--- src/rtl/core/rc4_pkg.sv ---
// Shared types, microcode encoding and control program for the RC4 engine.
// No dependencies; used by rc4_seq and rc4_stream_cipher_unit.
`timescale 1ns / 1ps
`default_nettype none

package rc4_pkg;

  localparam int KEY_BYTES_DEF = 16;
  localparam int KEY_SLOTS     = 16;
  localparam int KEY_SLOT_W    = 4;
  localparam int KEY_REG_W     = 64;
  localparam int SBOX_DEPTH    = 256;
  localparam int BYTE_W        = 8;
  localparam int STEP_W        = 4;

  typedef logic [STEP_W-1:0] step_t;

  localparam step_t ST_IDLE    = 4'd0;
  localparam step_t ST_FILL    = 4'd1;
  localparam step_t ST_SCH0    = 4'd2;
  localparam step_t ST_SCH1    = 4'd3;
  localparam step_t ST_SCH2    = 4'd4;
  localparam step_t ST_SCH3    = 4'd5;
  localparam step_t ST_SCH_END = 4'd6;
  localparam step_t ST_CR0     = 4'd7;
  localparam step_t ST_CR1     = 4'd8;
  localparam step_t ST_CR2     = 4'd9;
  localparam step_t ST_CR3     = 4'd10;

  localparam logic CFG_KEY_LOW  = 1'b0;
  localparam logic CFG_KEY_HIGH = 1'b1;

  typedef enum logic [2:0] {
    OP_NEXT,
    OP_DISPATCH,
    OP_LOOP,
    OP_EMIT,
    OP_GOTO
  } op_t;

  typedef enum logic [2:0] {
    RA_NONE,
    RA_N,
    RA_I_INC,
    RA_J_SUM,
    RA_KS
  } ra_t;

  typedef enum logic [1:0] {
    WA_NONE,
    WA_N,
    WA_I,
    WA_J
  } wa_t;

  typedef enum logic [1:0] {
    WD_N,
    WD_RD,
    WD_T
  } wd_t;

  typedef struct packed {
    op_t   op;
    step_t target;
    ra_t   ra;
    wa_t   wa;
    wd_t   wd;
    logic  ld_i;
    logic  ld_j;
    logic  key_en;
    logic  ld_t;
    logic  ld_sj;
    logic  clr_ij;
    logic  clr_k;
    logic  n_inc;
  } ucw_t;

  typedef struct packed {
    ucw_t cw;
    logic accept;
    logic emit;
  } ctrl_t;

  typedef struct packed {
    logic in_valid;
    logic action;
    logic n_last;
    logic out_free;
  } cond_t;

  localparam ucw_t UCW_NOP = '{
    op: OP_NEXT, target: ST_IDLE, ra: RA_NONE, wa: WA_NONE, wd: WD_N,
    ld_i: 1'b0, ld_j: 1'b0, key_en: 1'b0, ld_t: 1'b0, ld_sj: 1'b0,
    clr_ij: 1'b0, clr_k: 1'b0, n_inc: 1'b0
  };

  function automatic ucw_t ucode_rom(input step_t step);
    ucw_t w;
    w = UCW_NOP;
    case (step)
      ST_IDLE: begin
        w.op = OP_DISPATCH;
      end
      ST_FILL: begin
        w.wa     = WA_N;
        w.wd     = WD_N;
        w.n_inc  = 1'b1;
        w.clr_ij = 1'b1;
        w.clr_k  = 1'b1;
        w.op     = OP_LOOP;
        w.target = ST_FILL;
      end
      ST_SCH0: begin
        w.ra = RA_N;
      end
      ST_SCH1: begin
        w.ra     = RA_J_SUM;
        w.ld_t   = 1'b1;
        w.ld_j   = 1'b1;
        w.key_en = 1'b1;
      end
      ST_SCH2: begin
        w.wa = WA_N;
        w.wd = WD_RD;
      end
      ST_SCH3: begin
        w.wa     = WA_J;
        w.wd     = WD_T;
        w.n_inc  = 1'b1;
        w.op     = OP_LOOP;
        w.target = ST_SCH0;
      end
      ST_SCH_END: begin
        w.clr_ij = 1'b1;
        w.op     = OP_GOTO;
        w.target = ST_IDLE;
      end
      ST_CR0: begin
        w.ra   = RA_I_INC;
        w.ld_i = 1'b1;
      end
      ST_CR1: begin
        w.ra   = RA_J_SUM;
        w.ld_t = 1'b1;
        w.ld_j = 1'b1;
      end
      ST_CR2: begin
        w.wa    = WA_I;
        w.wd    = WD_RD;
        w.ra    = RA_KS;
        w.ld_sj = 1'b1;
      end
      ST_CR3: begin
        w.wa     = WA_J;
        w.wd     = WD_T;
        w.op     = OP_EMIT;
        w.target = ST_IDLE;
      end
      default: begin
        w.op     = OP_GOTO;
        w.target = ST_IDLE;
      end
    endcase
    return w;
  endfunction

endpackage

`default_nettype wire

--- src/rtl/core/rc4_stream_cipher_unit.sv ---
// RC4 engine top level: ports, key registers, index datapath and output register.
// Depends on rc4_pkg, rc4_seq and rc4_ram.
`timescale 1ns / 1ps
`default_nettype none

// RC4 stream cipher. A beat with action 0 rekeys: the 256-byte state table is
// loaded with the identity and mixed with KEY_BYTES bytes of {key_high, key_low};
// it gives no result and does one fill write per entry, then four steps per
// swap through the single-read-port state RAM. A beat with action 1 XORs
// data_byte with the next keystream byte and gives one result beat, through a
// chain of dependent reads and writes on that RAM.
// end_of_message clears both indices after its byte; the table is kept.
// Crypt before the first rekey returns undefined data. Write the key registers
// only while the engine is idle.
module rc4_stream_cipher_unit
  import rc4_pkg::*;
#(
  parameter int KEY_BYTES = KEY_BYTES_DEF
) (
  input  wire logic                 clk,
  input  wire logic                 rst,
  input  wire logic                 in_valid,
  output logic                      in_ready,
  input  wire logic                 action,
  input  wire logic [BYTE_W-1:0]    data_byte,
  input  wire logic                 end_of_message,
  output logic                      out_valid,
  input  wire logic                 out_ready,
  output logic      [BYTE_W-1:0]    out_byte,
  output logic                      out_last,
  input  wire logic                 cfg_we,
  input  wire logic                 cfg_index,
  input  wire logic [KEY_REG_W-1:0] cfg_data
);

  localparam int KidxW = (KEY_BYTES > 1) ? $clog2(KEY_BYTES) : 1;

  ctrl_t ctrl;
  cond_t cond;

  logic [KEY_REG_W-1:0] key_low;
  logic [KEY_REG_W-1:0] key_high;
  logic [KEY_SLOTS-1:0][BYTE_W-1:0] key_all;
  logic [KidxW-1:0] kidx;
  logic [BYTE_W-1:0] key_b;

  logic [BYTE_W-1:0] n;
  logic [BYTE_W-1:0] i;
  logic [BYTE_W-1:0] j;
  logic [BYTE_W-1:0] t;
  logic [BYTE_W-1:0] sj;
  logic [BYTE_W-1:0] data_r;
  logic              eom_r;

  logic [BYTE_W-1:0] rdata;
  logic [BYTE_W-1:0] i_inc;
  logic [BYTE_W-1:0] j_sum;
  logic [BYTE_W-1:0] ks_addr;
  logic [BYTE_W-1:0] ks;
  logic              ram_we;
  logic              ram_re;
  logic [BYTE_W-1:0] waddr;
  logic [BYTE_W-1:0] wdata;
  logic [BYTE_W-1:0] raddr;

  assign key_all = {key_high, key_low};
  assign key_b   = key_all[KEY_SLOT_W'(kidx)];

  assign i_inc   = i + 1'b1;
  assign j_sum   = j + rdata + (ctrl.cw.key_en ? key_b : '0);
  assign ks_addr = t + sj;

  // forward the swap writes that the RAM read did not see
  always_comb begin
    if (ks_addr == j) begin
      ks = t;
    end else if (ks_addr == i) begin
      ks = sj;
    end else begin
      ks = rdata;
    end
  end

  assign cond.in_valid = in_valid;
  assign cond.action   = action;
  assign cond.n_last   = (n == '1);
  assign cond.out_free = !out_valid || out_ready;

  assign in_ready = (ctrl.cw.op == OP_DISPATCH);

  rc4_seq u_seq (
    .clk  (clk),
    .rst  (rst),
    .cond (cond),
    .ctrl (ctrl)
  );

  always_comb begin
    raddr = n;
    case (ctrl.cw.ra)
      RA_N:     raddr = n;
      RA_I_INC: raddr = i_inc;
      RA_J_SUM: raddr = j_sum;
      RA_KS:    raddr = t + rdata;
      default:  raddr = n;
    endcase
  end

  always_comb begin
    waddr = n;
    case (ctrl.cw.wa)
      WA_N:    waddr = n;
      WA_I:    waddr = i;
      WA_J:    waddr = j;
      default: waddr = n;
    endcase
  end

  always_comb begin
    wdata = n;
    case (ctrl.cw.wd)
      WD_N:    wdata = n;
      WD_RD:   wdata = rdata;
      WD_T:    wdata = t;
      default: wdata = n;
    endcase
  end

  assign ram_we = (ctrl.cw.wa != WA_NONE);
  assign ram_re = (ctrl.cw.ra != RA_NONE);

  rc4_ram #(
    .WIDTH (BYTE_W),
    .DEPTH (SBOX_DEPTH)
  ) u_sbox (
    .clk   (clk),
    .we    (ram_we),
    .waddr (waddr),
    .wdata (wdata),
    .re    (ram_re),
    .raddr (raddr),
    .rdata (rdata)
  );

  always_ff @(posedge clk) begin
    if (rst) begin
      key_low   <= '0;
      key_high  <= '0;
      kidx      <= '0;
      n         <= '0;
      i         <= '0;
      j         <= '0;
      out_valid <= 1'b0;
    end else begin
      if (cfg_we) begin
        if (cfg_index == CFG_KEY_HIGH) begin
          key_high <= cfg_data;
        end else begin
          key_low <= cfg_data;
        end
      end
      if (ctrl.cw.clr_k) begin
        kidx <= '0;
      end else if (ctrl.cw.key_en) begin
        kidx <= (kidx == KidxW'(KEY_BYTES - 1)) ? '0 : kidx + 1'b1;
      end
      if (ctrl.cw.n_inc) begin
        n <= n + 1'b1;
      end
      if (ctrl.cw.clr_ij || (ctrl.emit && eom_r)) begin
        i <= '0;
        j <= '0;
      end else begin
        if (ctrl.cw.ld_i) begin
          i <= i_inc;
        end
        if (ctrl.cw.ld_j) begin
          j <= j_sum;
        end
      end
      if (ctrl.emit) begin
        out_valid <= 1'b1;
      end else if (out_ready) begin
        out_valid <= 1'b0;
      end
    end
  end

  always_ff @(posedge clk) begin
    if (ctrl.accept) begin
      data_r <= data_byte;
      eom_r  <= end_of_message;
    end
    if (ctrl.cw.ld_t) begin
      t <= rdata;
    end
    if (ctrl.cw.ld_sj) begin
      sj <= rdata;
    end
    if (ctrl.emit) begin
      out_byte <= data_r ^ ks;
      out_last <= eom_r;
    end
  end

  a_emit_slot_free: assert property (@(posedge clk) disable iff (rst)
    ctrl.emit |-> (!out_valid || out_ready))
    else $error("result beat overwrote a pending result");

  a_kidx_range: assert property (@(posedge clk) disable iff (rst)
    kidx <= KidxW'(KEY_BYTES - 1))
    else $error("key byte index out of range");

  a_clear_indices: assert property (@(posedge clk) disable iff (rst)
    ctrl.cw.clr_ij |=> (i == '0 && j == '0))
    else $error("indices not cleared");

  a_idle_n_zero: assert property (@(posedge clk) disable iff (rst)
    ctrl.accept |-> (n == '0))
    else $error("fill counter not at zero on a new beat");

endmodule

`default_nettype wire

--- src/rtl/core/rc4_ram.sv ---
// Generic simple dual-port RAM: one write port, one read port, registered read.
// No dependencies.
`timescale 1ns / 1ps
`default_nettype none

module rc4_ram #(
  parameter int WIDTH = 8,
  parameter int DEPTH = 256
) (
  input  wire logic                     clk,
  input  wire logic                     we,
  input  wire logic [$clog2(DEPTH)-1:0] waddr,
  input  wire logic [WIDTH-1:0]         wdata,
  input  wire logic                     re,
  input  wire logic [$clog2(DEPTH)-1:0] raddr,
  output logic      [WIDTH-1:0]         rdata
);

  logic [WIDTH-1:0] mem [DEPTH];

  always_ff @(posedge clk) begin
    if (we) begin
      mem[waddr] <= wdata;
    end
    if (re) begin
      rdata <= mem[raddr];
    end
  end

endmodule

`default_nettype wire

--- src/rtl/core/rc4_seq.sv ---
// Microcode sequencer: step counter, control ROM and conditional jumps.
// Depends on rc4_pkg for the control word, step addresses and condition bundle.
`timescale 1ns / 1ps
`default_nettype none

module rc4_seq
  import rc4_pkg::*;
(
  input  wire logic  clk,
  input  wire logic  rst,
  input  wire cond_t cond,
  output ctrl_t      ctrl
);

  step_t step;
  step_t step_next;
  ucw_t  cw;

  assign cw          = ucode_rom(step);
  assign ctrl.cw     = cw;
  assign ctrl.accept = (cw.op == OP_DISPATCH) && cond.in_valid;
  assign ctrl.emit   = (cw.op == OP_EMIT) && cond.out_free;

  always_comb begin
    step_next = step;
    case (cw.op)
      OP_NEXT: step_next = step + 1'b1;
      OP_DISPATCH: begin
        if (cond.in_valid) begin
          step_next = cond.action ? ST_CR0 : ST_FILL;
        end
      end
      OP_LOOP: step_next = cond.n_last ? step + 1'b1 : cw.target;
      OP_EMIT: begin
        if (cond.out_free) begin
          step_next = cw.target;
        end
      end
      OP_GOTO: step_next = cw.target;
      default: step_next = ST_IDLE;
    endcase
  end

  always_ff @(posedge clk) begin
    if (rst) begin
      step <= ST_IDLE;
    end else begin
      step <= step_next;
    end
  end

  a_rekey_to_fill: assert property (@(posedge clk) disable iff (rst)
    (ctrl.accept && !cond.action) |=> (step == ST_FILL))
    else $error("rekey beat did not start the fill");

  a_idle_holds: assert property (@(posedge clk) disable iff (rst)
    (step == ST_IDLE && !cond.in_valid) |=> (step == ST_IDLE))
    else $error("sequencer left idle without a beat");

  a_emit_to_idle: assert property (@(posedge clk) disable iff (rst)
    ctrl.emit |=> (step == ST_IDLE))
    else $error("sequencer did not return to idle after a result beat");

endmodule

`default_nettype wire
--- config.mk ---
export PLATFORM = sky130hd
export DESIGN_NAME = rc4_stream_cipher_unit
export DESIGN_NICKNAME = d
export VERILOG_FILES = /design/src/rtl/core/rc4_pkg.sv /design/src/rtl/core/rc4_stream_cipher_unit.sv /design/src/rtl/core/rc4_ram.sv /design/src/rtl/core/rc4_seq.sv
export SDC_FILE = /design/constraint.sdc
export NUM_CORES = 2
export LEC_CHECK = 0
export ABC_AREA = 1
export BUFFER_PORTS_ARGS = -buffer_cell sky130_fd_sc_hd__buf_2
export CAP_MARGIN = 20
export CORE_MARGIN = 2
export CORE_UTILIZATION = 60
export CTS_CLUSTER_SIZE = 8
export DETAILED_ROUTE_END_ITERATION = 10
export PLACE_DENSITY_LB_ADDON = 0.1
export SLEW_MARGIN = 20
export SYNTH_ARGS = -nofsm -noshare
export SYNTH_HDL_FRONTEND = slang
export SYNTH_SLANG_ARGS = --single-unit
--- constraint.sdc ---
create_clock -name clk -period 29 [get_ports clk]
set_clock_uncertainty 0.1 [all_clocks]
set_input_delay 5.8 -clock clk [delete_from_list [all_inputs] [get_ports clk]]
set_output_delay 5.8 -clock clk [all_outputs]
set_load 0.03 [all_outputs]
==> results.sh <==
export IMPL_coreArea_um2=161000
export IMPL_die_h_um=407
export IMPL_grt_usage=0.327
export IMPL_start_util=0.606
export IMPL_cts_sinks=2251
export IMPL_max_freq_ghz=0.118
export IMPL_slew_violations=0
export IMPL_dieArea_um2=166000
export IMPL_wl_um=272000
export IMPL_status="completed"
export IMPL_critPathLaunch="u_seq.step[0]"
export IMPL_fill_cells=12071
export IMPL_rrSetupSlack_ns=21.24
export IMPL_seq_area_frac_synth=0.677
export IMPL_grt_overflow=0
export IMPL_clock_latency_ns=0.93
export IMPL_powerDensity_nw_per_um2=107
export IMPL_max_stage_delay_ns=0.37
export IMPL_synth_edff_count=2090
export IMPL_worst_setup_path_type="flip-flop to output port"
export IMPL_setup_tns_ns=0
export IMPL_cts_hold_buf=0
export IMPL_cts_root_buf="clkbuf_16"
export IMPL_async_flop_share=0
export IMPL_irDropWorstVdd_uv=185
export IMPL_yosysTopAreaCellShare=0.644
export IMPL_synthMuxAreaShare=0.00144
export IMPL_cap_violations=0
export IMPL_hp_start="key_high[49]"
export IMPL_hold_end="key_high[49]"
export IMPL_synthXorXnorAreaFrac=0.00297
export IMPL_whs_path_depth=2
export IMPL_clockBufferDepth=4
export IMPL_htree_levels=5
export IMPL_synthesis_area_um2=97500
export IMPL_numCtsBuffers=331
export IMPL_slew_headroom=0.129
export IMPL_finalPower_mw=11.5
export IMPL_fin_util=0.670
export IMPL_hpwl_um=149000
export IMPL_worst_pin_slew_ns=1.30
export IMPL_wire_per_inst_um=23.7
export IMPL_die_w_um=407
export IMPL_synth_top_family_by_area="simple AND/OR/NAND/NOR gates"
export IMPL_p_leak_nw=43.0
export IMPL_postPlaceCellArea_um2=99100
export IMPL_postCtsSetupBuffers=0
export IMPL_grt_pass1_wl_um=404000
export IMPL_critPathLaunchType="flip-flop"
export IMPL_grt_setup_unrepaired="false"
export IMPL_routabilityCongestion=0.915
export IMPL_rr_startpoint="kidx[0]"
export IMPL_num_rows=147
export IMPL_crit_buf_inv=3
export IMPL_ys_top_cells_by_count="2,262 x nand2_1, 2,090 x edfxtp_1, 1,399 x nand3_1"
export IMPL_ant_nets=0
export IMPL_avgSynthCellArea_um2=10.5
export IMPL_grt_pass1_vias=64242
export IMPL_grt_max_degree=230
export IMPL_cp_max_fo=9
export IMPL_rr_worst_depth=23
export IMPL_drtIter0Drc=9622
export IMPL_via_per_inst=5.96
export IMPL_fin_hold_ws_ns=0.375
export IMPL_firstDrtPassIters=6
export IMPL_yosys_register_bits=2251
export IMPL_cpLargestDelayFamily="simple AND/OR/NAND/NOR gates"
export IMPL_antenna_found_initial=9
export IMPL_yosys_warnings=0
export IMPL_critical_path_most_common_cell="inv_1"
export IMPL_fin_nets=9379
export IMPL_r2r_end="u_sbox.rdata[0]"
export IMPL_drcViolationCount=0
export IMPL_drive_above_1_share=0.0618
export IMPL_design_area_um2=108000
export IMPL_synth_ff_type="edfxtp_1"
export IMPL_synth_simple_gate_area_share=0.189
export IMPL_synth_compound_area_share=0.0561
export IMPL_ys_types=44
export IMPL_clk_pin_slew_ns=0.05
export IMPL_synthAdderAreaFrac=0.00578
export IMPL_syn2layout_area_growth_pct=10.6
export IMPL_path_cells="inv_1 -> ha_1 -> nand3_1 -> nand2_2 -> nor2_1 -> nand2_1 -> inv_1 -> buf_2"
export IMPL_crit_slowest_cell="dfxtp_1"
export IMPL_hold_path_class="flip-flop to flip-flop"
export IMPL_finalHoldViolCount=0
export IMPL_critPathArrivalTime_ns=2.61
export IMPL_period_share=0.293
export IMPL_syn_inst=9300
export IMPL_cts_tree="yes"
export IMPL_syn_num_nets=9419
export IMPL_worstPathRequired_ns=23.10
export IMPL_vias=68330
export IMPL_ys_top_cells_by_area="edfxtp_1 64%, nand2_1 8.7%, nand3_1 7.2%"
export IMPL_finalSetupViolCount=0
export IMPL_synth_area_leader_cell="edfxtp_1"
export IMPL_pin_count=91
export IMPL_io_buffers=90
export IMPL_setup_worst_path_end_class="output port"
export IMPL_ctsResizeCount=0
export IMPL_period_minus_slack_ns=8.51
export IMPL_yosysMostFrequentCell="nand2_1"
-- cells by family after synthesis --
kind of cell               after synthesis
muxes                                   14
DFF                                   2251
adders and majority gates               39
and+or+nand+nor                       4399
buffers and inverters                 1637
xor gates and xnor gates                33
AOI/OAI and AO/OA                      927
-- worst max path at each step --
| stage | to | slack [ns] | cells after the start |
|---|---|---|---|
| 2_1_floorplan | u_sbox.mem[0][5] | 18.48 | 12 |
| 3_3_place_gp | key_high[16] | 21.29 | 6 |
| 3_5_place_dp | j[7] | 21.28 | 8 |
| 4_1_cts | in_ready | 20.47 | 8 |
| 5_1_grt | in_ready | 20.27 | 8 |
| 6_report | in_ready | 20.49 | 8 |
-- worst reg2reg max path, delay by kind of cell (launching register included) --
family,cells,cell delay [ns]
and+or+nand+nor,16,3.66
buffers and inverters,5,2.73
adders and majority gates,1,0.51
DFF,1,0.31
AOI/OAI and AO/OA,1,0.21
-- through the flow --
step / setup slack (ns) / std cells
6_report: 20.49 / 11472
2_1_floorplan: 18.48 / 9300
4_1_cts: 20.47 / 11462
5_1_grt: 20.27 / 11463
3_3_place_gp: 21.29 / 11082
3_5_place_dp: 21.28 / 11086
-- sequential cells by signal, indices dropped and copies added, names as in the netlist --
| name | cells |
|---|---|
| j | 8 |
| u_sbox.rdata | 8 |
| key_high | 64 |
| u_seq.step | 4 |
| t | 8 |
| out_valid | 1 |
| eom_r | 1 |
| out_byte | 8 |
| i | 8 |
| n | 8 |
| u_sbox.mem | 2048 |
| out_last | 1 |
| sj | 8 |
| key_low | 64 |
| data_r | 8 |
| kidx | 4 |
-- layer usage --
layer | share of wire | global-route usage | up-vias
met5 | 0.00029 | 0 | -
met1 | 0.40 | 0.457 | 32725
met3 | 0.10 | 0.0643 | 673
li1 | - | - | 31236
met4 | 0.046 | 0.152 | 10
met2 | 0.45 | 0.498 | 3686
-- report_power, final --
group	switching, mW	internal [mW]
clock	1.29	2.04
combinational	3.02	0.856
sequential	0.0526	4.25
-- placed cells by master, fill, tap and decap left out, drive strengths merged, types with 29 or more instances in the layout --
cell	instances
clkbuf	369
buf	181
inv	1086
o21ai	372
a21oi	234
o211ai	162
nor2	694
nand3	1401
ha	29
o21bai	96
dfxtp	161
nand2	2265
edfxtp	2090
-- cell type report --
type | instances | area (um2) | share of cell area
clock inverters | 7 | 52.6 | 0.000488
inverters | 1083 | 4090 | 0.0380
flip-flops and latches | 2251 | 66000 | 0.612
multi-input cells | 5412 | 25000 | 0.232
repair buffers | 181 | 1390 | 0.0129
well taps | 2160 | 2700 | 0.0251
diodes | 9 | 22.5 | 0.000209
clock buffers | 369 | 8550 | 0.0794
No activity file was read; power rests on OpenSTA's default activity.
